### src/design/pfr_pkg.sv
// shared types and constants for the page frame replacement unit
package pfr_pkg;
   localparam int NumFramesDefault = 16;
   localparam logic [16:0] PageSizeReset = 17'd4096;
   localparam logic [4:0] FramesReset = 5'd16;
   localparam logic [1:0] PolicyLru = 2'd0;
   localparam logic [1:0] PolicyApprox = 2'd1;
   localparam logic [1:0] PolicySecond = 2'd2;
   localparam logic [1:0] CsrPageSize = 2'd0;
   localparam logic [1:0] CsrFrames = 2'd1;
   localparam logic [1:0] CsrPolicy = 2'd2;

   // what a cell holds
   typedef struct packed {
      logic        valid;
      logic [7:0]  owner;
      logic [31:0] page;
      logic [31:0] use_time;
      logic [31:0] arrival;
      logic        ref_bit;
   } entry_type;

   // write command broadcast to the row
   typedef struct packed {
      logic        hit_wr;
      logic        fill_wr;
      logic        repl_wr;
      logic        stamp_arrival;
      logic [7:0]  owner;
      logic [31:0] page;
      logic [31:0] use_time;
      logic [31:0] arrival;
   } cmd_type;
endpackage

### src/design/pfr_divider.sv
// restoring divider, one quotient bit per cycle
module pfr_divider import pfr_pkg::*; (
   input  logic        clock,
   input  logic        reset,
   input  logic        start,
   input  logic [31:0] dividend,
   input  logic [16:0] divisor,
   output logic        done,
   output logic [31:0] quotient
);
   logic [31:0] quo_ff, quo_in;
   logic [16:0] rem_ff, rem_in, dvs_ff, dvs_in;
   logic [5:0]  cnt_ff, cnt_in;
   logic        run_ff, run_in, done_ff, done_in;
   logic [17:0] trial;

   always_comb begin
      quo_in  = quo_ff;
      rem_in  = rem_ff;
      dvs_in  = dvs_ff;
      cnt_in  = cnt_ff;
      run_in  = run_ff;
      done_in = 1'b0;
      trial   = {rem_ff, quo_ff[31]} - {1'b0, dvs_ff};
      if (start) begin
         quo_in = dividend;
         rem_in = '0;
         dvs_in = (divisor == '0) ? 17'd1 : divisor;
         cnt_in = '0;
         run_in = 1'b1;
      end else if (run_ff) begin
         if (!trial[17]) begin
            rem_in = trial[16:0];
            quo_in = {quo_ff[30:0], 1'b1};
         end else begin
            rem_in = {rem_ff[15:0], quo_ff[31]};
            quo_in = {quo_ff[30:0], 1'b0};
         end
         cnt_in = cnt_ff + 6'd1;
         if (cnt_ff == 6'd31) begin
            run_in  = 1'b0;
            done_in = 1'b1;
         end
      end
   end

   always_ff @(posedge clock) begin
      if (reset) begin
         run_ff  <= 1'b0;
         done_ff <= 1'b0;
         cnt_ff  <= '0;
      end else begin
         run_ff  <= run_in;
         done_ff <= done_in;
         cnt_ff  <= cnt_in;
      end
      quo_ff <= quo_in;
      rem_ff <= rem_in;
      dvs_ff <= dvs_in;
   end

   assign done = done_ff;
   assign quotient = quo_ff;
endmodule

### src/design/pfr_cell.sv
// one frame slot; during a scan it hands its entry to the neighbor below
module pfr_cell import pfr_pkg::*; (
   input  logic      clock,
   input  logic      reset,
   input  logic      rotate,
   input  logic      clear_ref,
   input  logic      wr_here,
   input  cmd_type   cmd,
   input  entry_type from_next,
   output entry_type entry
);
   entry_type ent_ff, ent_in;

   always_comb begin
      ent_in = ent_ff;
      if (rotate) begin
         ent_in = from_next;
      end else if (clear_ref) begin
         ent_in.ref_bit = 1'b0;
      end else if (wr_here) begin
         if (cmd.hit_wr) begin
            ent_in.use_time = cmd.use_time;
            ent_in.ref_bit  = 1'b1;
         end else begin
            ent_in.valid = 1'b1;
            ent_in.owner = cmd.owner;
            ent_in.page  = cmd.page;
            if (cmd.fill_wr || cmd.stamp_arrival) ent_in.arrival = cmd.arrival;
            if (cmd.fill_wr || !cmd.stamp_arrival) ent_in.use_time = cmd.use_time;
         end
      end
   end

   always_ff @(posedge clock) begin
      if (reset) begin
         ent_ff <= '0;
      end else begin
         ent_ff <= ent_in;
      end
   end

   assign entry = ent_ff;
endmodule

### src/design/page_frame_replacement.sv
// page frame replacement unit top level
// One request is taken when start is high and busy is low; its single response
// appears on the rsp_ ports with rsp_valid high for one cycle and cannot be held
// off. A request first divides the address by the page size (one quotient bit per
// cycle), then makes one full rotation of the frame chain, during which cell 0 is
// examined each cycle for hit, empty slot and victim while its entry lies within
// the configured frame count, then applies the result and responds. Configuration may be
// written while busy is low.
module page_frame_replacement import pfr_pkg::*; #(
   parameter int NUM_FRAMES = NumFramesDefault
) (
   input  logic        clock,
   input  logic        reset,
   input  logic        start,
   output logic        busy,
   input  logic [7:0]  req_process_id,
   input  logic [31:0] req_address,
   input  logic        csr_write,
   input  logic [1:0]  csr_index,
   input  logic [16:0] csr_data,
   output logic        rsp_valid,
   output logic        rsp_hit,
   output logic [3:0]  rsp_frame,
   output logic        rsp_evicted,
   output logic [7:0]  rsp_evicted_owner,
   output logic [31:0] rsp_evicted_page,
   output logic [31:0] rsp_fault_count
);
   localparam int IW = (NUM_FRAMES > 1) ? $clog2(NUM_FRAMES) : 1;
   localparam logic [2:0] StIdle = 3'd0, StDiv = 3'd1, StScan = 3'd2,
                          StApply = 3'd3, StResp = 3'd4;

   logic [16:0] psize_ff;
   logic [4:0]  nuse_ff;
   logic [1:0]  policy_ff;
   logic [2:0]  st_ff, st_in;
   logic [7:0]  pid_ff;
   logic [31:0] page_ff;
   logic [IW:0] pos_ff, pos_in;   // original index of the entry now in cell 0
   logic [IW:0] n_act;
   logic        div_start, div_done;
   logic [31:0] quotient;
   logic        hit_ff, hit_in, emp_ff, emp_in;
   logic [IW-1:0] hpos_ff, hpos_in, epos_ff, epos_in, best_ff, best_in;
   logic [31:0] low_ff, low_in;
   logic [7:0]  bown_ff, bown_in;
   logic [31:0] bpage_ff, bpage_in;
   logic [NUM_FRAMES-1:0] skip_ff, skip_in;   // frames passed over for their ref bit
   logic [31:0] usec_ff, arrc_ff, faults_ff;
   logic        rotate;
   logic [NUM_FRAMES-1:0] clear_ref;
   logic [NUM_FRAMES-1:0] wr_sel;
   cmd_type     cmd;
   entry_type   ents [NUM_FRAMES];
   entry_type   head;
   logic [31:0] stamp;
   logic        in_range;
   logic        rv_ff, rh_ff, re_ff;
   logic [3:0]  rf_ff;
   logic [7:0]  ro_ff;
   logic [31:0] rp_ff;
   logic [IW-1:0] tgt;
   logic        do_wr;
   logic        evict;

   always_comb begin
      if (nuse_ff == 5'd0) n_act = (IW+1)'(1);
      else if (32'(nuse_ff) > 32'(NUM_FRAMES)) n_act = (IW+1)'(NUM_FRAMES);
      else n_act = (IW+1)'(nuse_ff);
   end

   pfr_divider u_div (
      .clock(clock), .reset(reset), .start(div_start), .dividend(req_address),
      .divisor(psize_ff), .done(div_done), .quotient(quotient)
   );

   assign busy = (st_ff != StIdle);
   assign div_start = start && !busy;
   assign rotate = (st_ff == StScan);
   assign head = ents[0];
   assign stamp = (policy_ff == PolicySecond) ? head.arrival : head.use_time;
   assign in_range = (pos_ff < n_act);

   // scan bookkeeping, one frame per cycle as the ring rotates
   always_comb begin
      hit_in = hit_ff; emp_in = emp_ff; hpos_in = hpos_ff; epos_in = epos_ff;
      best_in = best_ff; low_in = low_ff; bown_in = bown_ff; bpage_in = bpage_ff;
      skip_in = skip_ff;
      pos_in = pos_ff;
      if (st_ff == StDiv) begin
         hit_in = 1'b0; emp_in = 1'b0; pos_in = '0;
         hpos_in = '0; epos_in = '0; skip_in = '0;
      end else if (st_ff == StScan) begin
         pos_in = pos_ff + 1'b1;
         if (in_range) begin
            if (!hit_ff && head.valid && head.owner == pid_ff && head.page == page_ff) begin
               hit_in = 1'b1; hpos_in = pos_ff[IW-1:0];
            end
            if (!emp_ff && !head.valid) begin
               emp_in = 1'b1; epos_in = pos_ff[IW-1:0];
            end
            if (pos_ff == '0) begin
               best_in = '0; low_in = stamp; bown_in = head.owner; bpage_in = head.page;
            end else if (stamp < low_ff) begin
               if (policy_ff == PolicyLru || !head.ref_bit) begin
                  best_in = pos_ff[IW-1:0]; low_in = stamp;
                  bown_in = head.owner; bpage_in = head.page;
               end else begin
                  skip_in[pos_ff[IW-1:0]] = 1'b1;
               end
            end
         end
      end
   end

   assign do_wr = (st_ff == StApply) &&
                  (hit_ff || emp_ff || policy_ff == PolicyLru ||
                   policy_ff == PolicyApprox || policy_ff == PolicySecond);
   assign evict = do_wr && !hit_ff && !emp_ff;
   assign tgt = hit_ff ? hpos_ff : (emp_ff ? epos_ff : best_ff);

   always_comb begin
      cmd = '0;
      cmd.hit_wr = hit_ff;
      cmd.fill_wr = !hit_ff && emp_ff;
      cmd.repl_wr = !hit_ff && !emp_ff;
      cmd.stamp_arrival = (policy_ff == PolicySecond);
      cmd.owner = pid_ff;
      cmd.page = page_ff;
      cmd.use_time = usec_ff + 32'd1;
      cmd.arrival = arrc_ff + 32'd1;
      for (int i = 0; i < NUM_FRAMES; i++) begin
         wr_sel[i] = do_wr && (tgt == IW'(i));
         // skipped ref bits are only cleared when a victim is really replaced
         clear_ref[i] = evict && skip_ff[i];
      end
   end

   // ring: cell i takes cell i+1; the tail takes the head
   for (genvar g = 0; g < NUM_FRAMES; g++) begin : g_cell
      pfr_cell u_cell (
         .clock(clock), .reset(reset), .rotate(rotate), .clear_ref(clear_ref[g]),
         .wr_here(wr_sel[g]), .cmd(cmd),
         .from_next(ents[(g+1) % NUM_FRAMES]),
         .entry(ents[g])
      );
   end

   always_comb begin
      st_in = st_ff;
      unique case (st_ff)
         StIdle:  if (start) st_in = StDiv;
         StDiv:   if (div_done) st_in = StScan;
         StScan:  if (pos_ff == (IW+1)'(NUM_FRAMES-1)) st_in = StApply;
         StApply: st_in = StResp;
         StResp:  st_in = StIdle;
         default: st_in = StIdle;
      endcase
   end

   always_ff @(posedge clock) begin
      if (reset) begin
         st_ff <= StIdle;
         psize_ff <= PageSizeReset; nuse_ff <= FramesReset; policy_ff <= PolicyLru;
         usec_ff <= '0; arrc_ff <= '0; faults_ff <= '0;
         rv_ff <= 1'b0;
         hit_ff <= 1'b0; emp_ff <= 1'b0; pos_ff <= '0;
      end else begin
         st_ff <= st_in;
         hit_ff <= hit_in; emp_ff <= emp_in; pos_ff <= pos_in;
         rv_ff <= 1'b0;
         if (csr_write && !busy) begin
            unique case (csr_index)
               CsrPageSize: psize_ff <= csr_data;
               CsrFrames:   nuse_ff <= csr_data[4:0];
               CsrPolicy:   policy_ff <= csr_data[1:0];
               default: ;
            endcase
         end
         if (st_ff == StApply) begin
            rv_ff <= 1'b1;
            if (hit_ff || emp_ff) begin
               usec_ff <= usec_ff + 32'd1;
               if (emp_ff && !hit_ff) begin
                  arrc_ff <= arrc_ff + 32'd1;
                  faults_ff <= faults_ff + 32'd1;
               end
            end else if (do_wr) begin
               faults_ff <= faults_ff + 32'd1;
               if (policy_ff == PolicySecond) arrc_ff <= arrc_ff + 32'd1;
               else usec_ff <= usec_ff + 32'd1;
            end
         end
      end
      hpos_ff <= hpos_in; epos_ff <= epos_in; best_ff <= best_in;
      low_ff <= low_in; bown_ff <= bown_in; bpage_ff <= bpage_in;
      skip_ff <= skip_in;
      if (div_start) pid_ff <= req_process_id;
      if (div_done) page_ff <= quotient;
      if (st_ff == StApply) begin
         rh_ff <= hit_ff;
         rf_ff <= do_wr ? 4'(tgt) : 4'd0;
         re_ff <= do_wr && !hit_ff && !emp_ff;
         ro_ff <= (do_wr && !hit_ff && !emp_ff) ? bown_ff : 8'd0;
         rp_ff <= (do_wr && !hit_ff && !emp_ff) ? bpage_ff : 32'd0;
      end
   end

   assign rsp_valid = rv_ff;
   assign rsp_hit = rh_ff;
   assign rsp_frame = rf_ff;
   assign rsp_evicted = re_ff;
   assign rsp_evicted_owner = ro_ff;
   assign rsp_evicted_page = rp_ff;
   assign rsp_fault_count = faults_ff;
endmodule
### config.mk
export PLATFORM = sky130hd
export DESIGN_NAME = page_frame_replacement
export DESIGN_NICKNAME = d
export VERILOG_FILES = /design/src/design/pfr_pkg.sv /design/src/design/pfr_divider.sv /design/src/design/pfr_cell.sv /design/src/design/page_frame_replacement.sv
export SDC_FILE = /design/constraint.sdc
export NUM_CORES = 2
export LEC_CHECK = 0
export BUFFER_PORTS_ARGS = -buffer_cell sky130_fd_sc_hd__buf_2
export CAP_MARGIN = 20
export CORE_ASPECT_RATIO = 1.1
export CORE_UTILIZATION = 30
export DETAILED_ROUTE_END_ITERATION = 12
export PLACE_DENSITY = 0.54
export RECOVER_POWER = 25
export SLEW_MARGIN = 25
export SYNTH_ARGS = -nofsm -noshare
export SYNTH_HDL_FRONTEND = slang
export SYNTH_SLANG_ARGS = --single-unit
### constraint.sdc
create_clock -name clock -period 16.8 [get_ports clock]
set_input_delay 3.36 -clock clock [delete_from_list [all_inputs] [get_ports clock]]
set_output_delay 3.36 -clock clock [all_outputs]
set_load 0.02 [all_outputs]
==> out/qor.txt <==
status -> complete, but fails checks
failing checks -> max-capacitance violations, max-slew violations
Rows -> 209
post-cts sizing count -> 0
hold_sp -> u_div.quotient[14]
Final TNS setup -> 0 ns
IO Count -> 143
Post-synth top flop -> dfxtp_1
Starting DRT DRC Count -> 6280
H-Tree Depth -> 4
endpoints failing setup -> 0
DRC Markers -> 0
Synth Cell Area -> 88800 µm²
area of the multi-input gates -> 40900 µm²
FF+latch area -> 43900 µm²
Die H -> 573 µm
critical path class -> reg -> reg
syn_area_per_cell -> 8.75 µm²
VDD IR-drop max -> 0.0794 mV
vias per cell -> 5.27
PwrDens -> 104 nW/µm²
final wirelength -> 262000 µm
post-DP HPWL -> 155000 µm
fin crit share -> 57.1%
CTS tree -> done
sequential share of the synthesized area -> 49.4%
IO Port Bufs -> 142
Slew HR -> -155%
area delta synth->final -> 11.8%
layout cell share with drive strength beyond 1 -> 6.81%
Chip Width -> 521 µm
initial antenna violation count -> 15
clock slew at reported path FFs -> 0.06 ns
Worst Path Required -> 17.44 ns
worst hold path class -> reg -> reg
clock skew -> 0.0695 ns
Post-Synthesis Cells -> 10.2k
largest net degree at the start of global routing -> 277
fin nets -> 9817
R2R cell count -> 9
hold buffers post-CTS -> 0
Post-CTS Setup Inserts -> 0
Crit Path Max Fanout -> 57
setup ws final -> 7.21 ns
Fillers -> 30.0k
drt wl/cell -> 19.1 µm
Synth Warn # -> 0
EDFF count, synth -> 211
Placer Congestion -> 0.820
core area -> 295000 µm²
Tightest Pin Transition -> 3.83 ns
CTS Buf Count -> 219
GRT overflow -> 0
CP endpoint kind -> register
Root Buffer -> clkbuf_16
Worst-Skew Late Latency -> 0.91 ns
Hold Path End -> page_ff[14]
via count -> 72.6k
Tmin final -> 9.59 ns
Yosys top cell area share -> 42.3%
R2R Setup Slk -> 7.21 ns
post-synthesis net count -> 10.3k
Fin Hold WS -> 0.447 ns
Yosys top cell by area -> dfxtp_1
WP data arrival -> 10.23 ns
DIE AREA -> 298000 µm²
GRT Total Usage -> 17.1%
Max Clk Rate -> 104 MHz
Routed Antenna Nets -> 0
unrepaired setup endpoints after global routing -> false
Yosys reg bits -> 2087
Initial Util -> 30.1%
Hold Path Depth -> 0
CTS Buffer Depth -> 4
P_leak -> 33.9 nW
worst r2r src -> st_ff[1]
pre-CTS WS -> 9.83 ns
Reg-to-Reg End -> g_cell[11].u_cell.entry[9]
largest cells by area after synthesis -> dfxtp_1 (42%), a211oi_1 (9.0%), nor2_1 (7.9%), edfxtp_1 (7.1%), mux2i_1 (5.4%)
library cells used by synthesis -> 76
vias in the first global route -> 68.7k
max-cap violations -> 44
Synth async-reset ratio -> 0%
Worst Setup Start Kind -> register
Pins Over Slew Limit -> 1541
clock sink count -> 2087
global-route wire length before repair -> 413000 µm
DR pass1 iterations -> 7
Final Hold Viols -> 0
synthesized netlist by cell type, types with 61 or more instances:
library cell,count
o21ai_0,430
o211ai_1,89
a211oi_1,1063
edfxtp_1,211
xor2_1,125
nand3_1,89
nor3_1,466
a311oi_1,262
buf_2,94
dfxtp_1,1876
mux2i_1,479
nor2_1,1875
a21oi_1,367
inv_1,85
nand2_1,927
ha_1,61
and2_1,91
clkbuf_1,862
nand3b_1,100
critical path: stages (launching register included):
cell	delay, ns
dfxtp_1	0.50
nand3b_1	0.64
a2111oi_0	0.68
clkbuf_1	2.00
nand2_1	0.64
and3_2	0.43
clkbuf_1	1.39
o21ai_0	1.03
clkbuf_1	1.56
o21ai_0	0.34
worst max path at each step:
stage                       from                          end  slack [ns]  cells past startpoint
floorplan           policy_ff[1]                   best_ff[0]        6.90                     14
global placement           reset   g_cell[3].u_cell.entry[47]        9.89                      5
detailed placement         reset  g_cell[13].u_cell.entry[53]        9.83                      5
CTS                        reset  g_cell[13].u_cell.entry[53]       10.78                      5
global route            st_ff[1]   g_cell[11].u_cell.entry[9]        6.51                      9
finish                  st_ff[1]   g_cell[11].u_cell.entry[9]        7.21                      9
layer usage:
| metal | GRT usage [%] | wire length, µm |
|---|---|---|
| met5 | 0 | 0 |
| met4 | 4.03 | 5310 |
| met3 | 2.15 | 13500 |
| met2 | 27.4 | 119000 |
| met1 | 24.2 | 124000 |
cell type report:
class	instances	area share (%)
Multi-Input combinational cell	6993	41.2
Timing Repair Buffer	306	2.05
Sequential cell	2087	44.2
Tap cell	3903	4.92
Inverter	85	0.321
Clock buffer	319	6.37
Clock inverter	71	0.950
Antenna cell	4	0.0101
per-stage QoR:
stage	total power, mW	cells	util (%)	cell area [µm²]
after floorplan	5.36	10200	-	88800
after global placement	5.43	13400	31.3	92100
after detailed placement	5.44	13400	31.3	92200
after CTS	10.4	13800	33.8	99500
after global routing	10.7	13800	33.7	99300
final	10.3	13800	33.7	99300
cell usage in the layout, fill, tap and decap left out, types with 19 or more instances in the layout:
| cell | netlist | layout |
|---|---|---|
| and3_1 | 51 | 48 |
| a222oi_1 | 58 | 58 |
| clkinv_2 | 0 | 33 |
| nand3_1 | 89 | 79 |
| mux2i_1 | 479 | 479 |
| a21oi_1 | 367 | 364 |
| dfxtp_1 | 1876 | 1875 |
| mux2_1 | 0 | 28 |
| nor4_1 | 20 | 21 |
| edfxtp_1 | 211 | 211 |
| a22oi_1 | 31 | 31 |
| o21a_1 | 19 | 19 |
| ha_1 | 61 | 61 |
| xor2_1 | 125 | 125 |
| buf_2 | 94 | 139 |
| nand2_1 | 927 | 926 |
| o22ai_1 | 41 | 41 |
| clkbuf_1 | 862 | 104 |
| nor3_1 | 466 | 462 |
| o21ai_0 | 430 | 446 |
| o211ai_1 | 89 | 89 |
| xnor2_1 | 54 | 54 |
| nand4_1 | 36 | 36 |
| buf_4 | 10 | 102 |
| a311oi_1 | 262 | 262 |
| inv_1 | 85 | 83 |
| clkbuf_16 | 0 | 223 |
| bufinv_16 | 0 | 20 |
| and2_0 | 0 | 34 |
| o31ai_1 | 21 | 20 |
| and2_1 | 91 | 56 |
| nor3_2 | 20 | 23 |
| nand3b_1 | 100 | 101 |
| nor2_1 | 1875 | 1862 |
| a211oi_1 | 1063 | 1063 |
| or3_1 | 31 | 31 |
| clkbuf_8 | 0 | 38 |
power by group:
| group | total, mW | switching (mW) | internal (mW) |
|---|---|---|---|
| Combinational | 0.248 | 0.169 | 0.0784 |
| Sequential | 5.08 | 0.0302 | 5.05 |
| Clock | 4.98 | 2.07 | 2.91 |
kinds of logic (layout without fill, tap and decap cells):
group | count (synthesis) | in the layout | share of synthesized area (%)
multiplexers | 513 | 513 | 5.83
AND/OR/NAND/NOR | 3757 | 3757 | 18.2
other | 0 | 4 | 0
adder cells (fa/ha/maj) | 62 | 62 | 0.882
buffers and inverters | 1076 | 781 | 4.75
flip-flops | 2087 | 2087 | 49.4
AO/OA/AOI/OAI | 2482 | 2482 | 19.2
XOR/XNOR | 179 | 179 | 1.76
registers in the layout, indices dropped and copies added, names as in the netlist, 5 cells and up:
register / cells
rsp_evicted_owner: 8
rsp_fault_count: 32
arrc_ff: 32
psize_ff: 17
u_div.quotient: 32
skip_ff: 16
nuse_ff: 5
pos_ff: 5
rsp_evicted_page: 32
u_div.cnt_ff: 6
u_div.rem_ff: 17
usec_ff: 32
bpage_ff: 32
page_ff: 32
u_div.dvs_ff: 17
g_cell.u_cell.entry: 1696
low_ff: 32
bown_ff: 8
pid_ff: 8
Note: power is estimated with default switching activity, not from simulation.
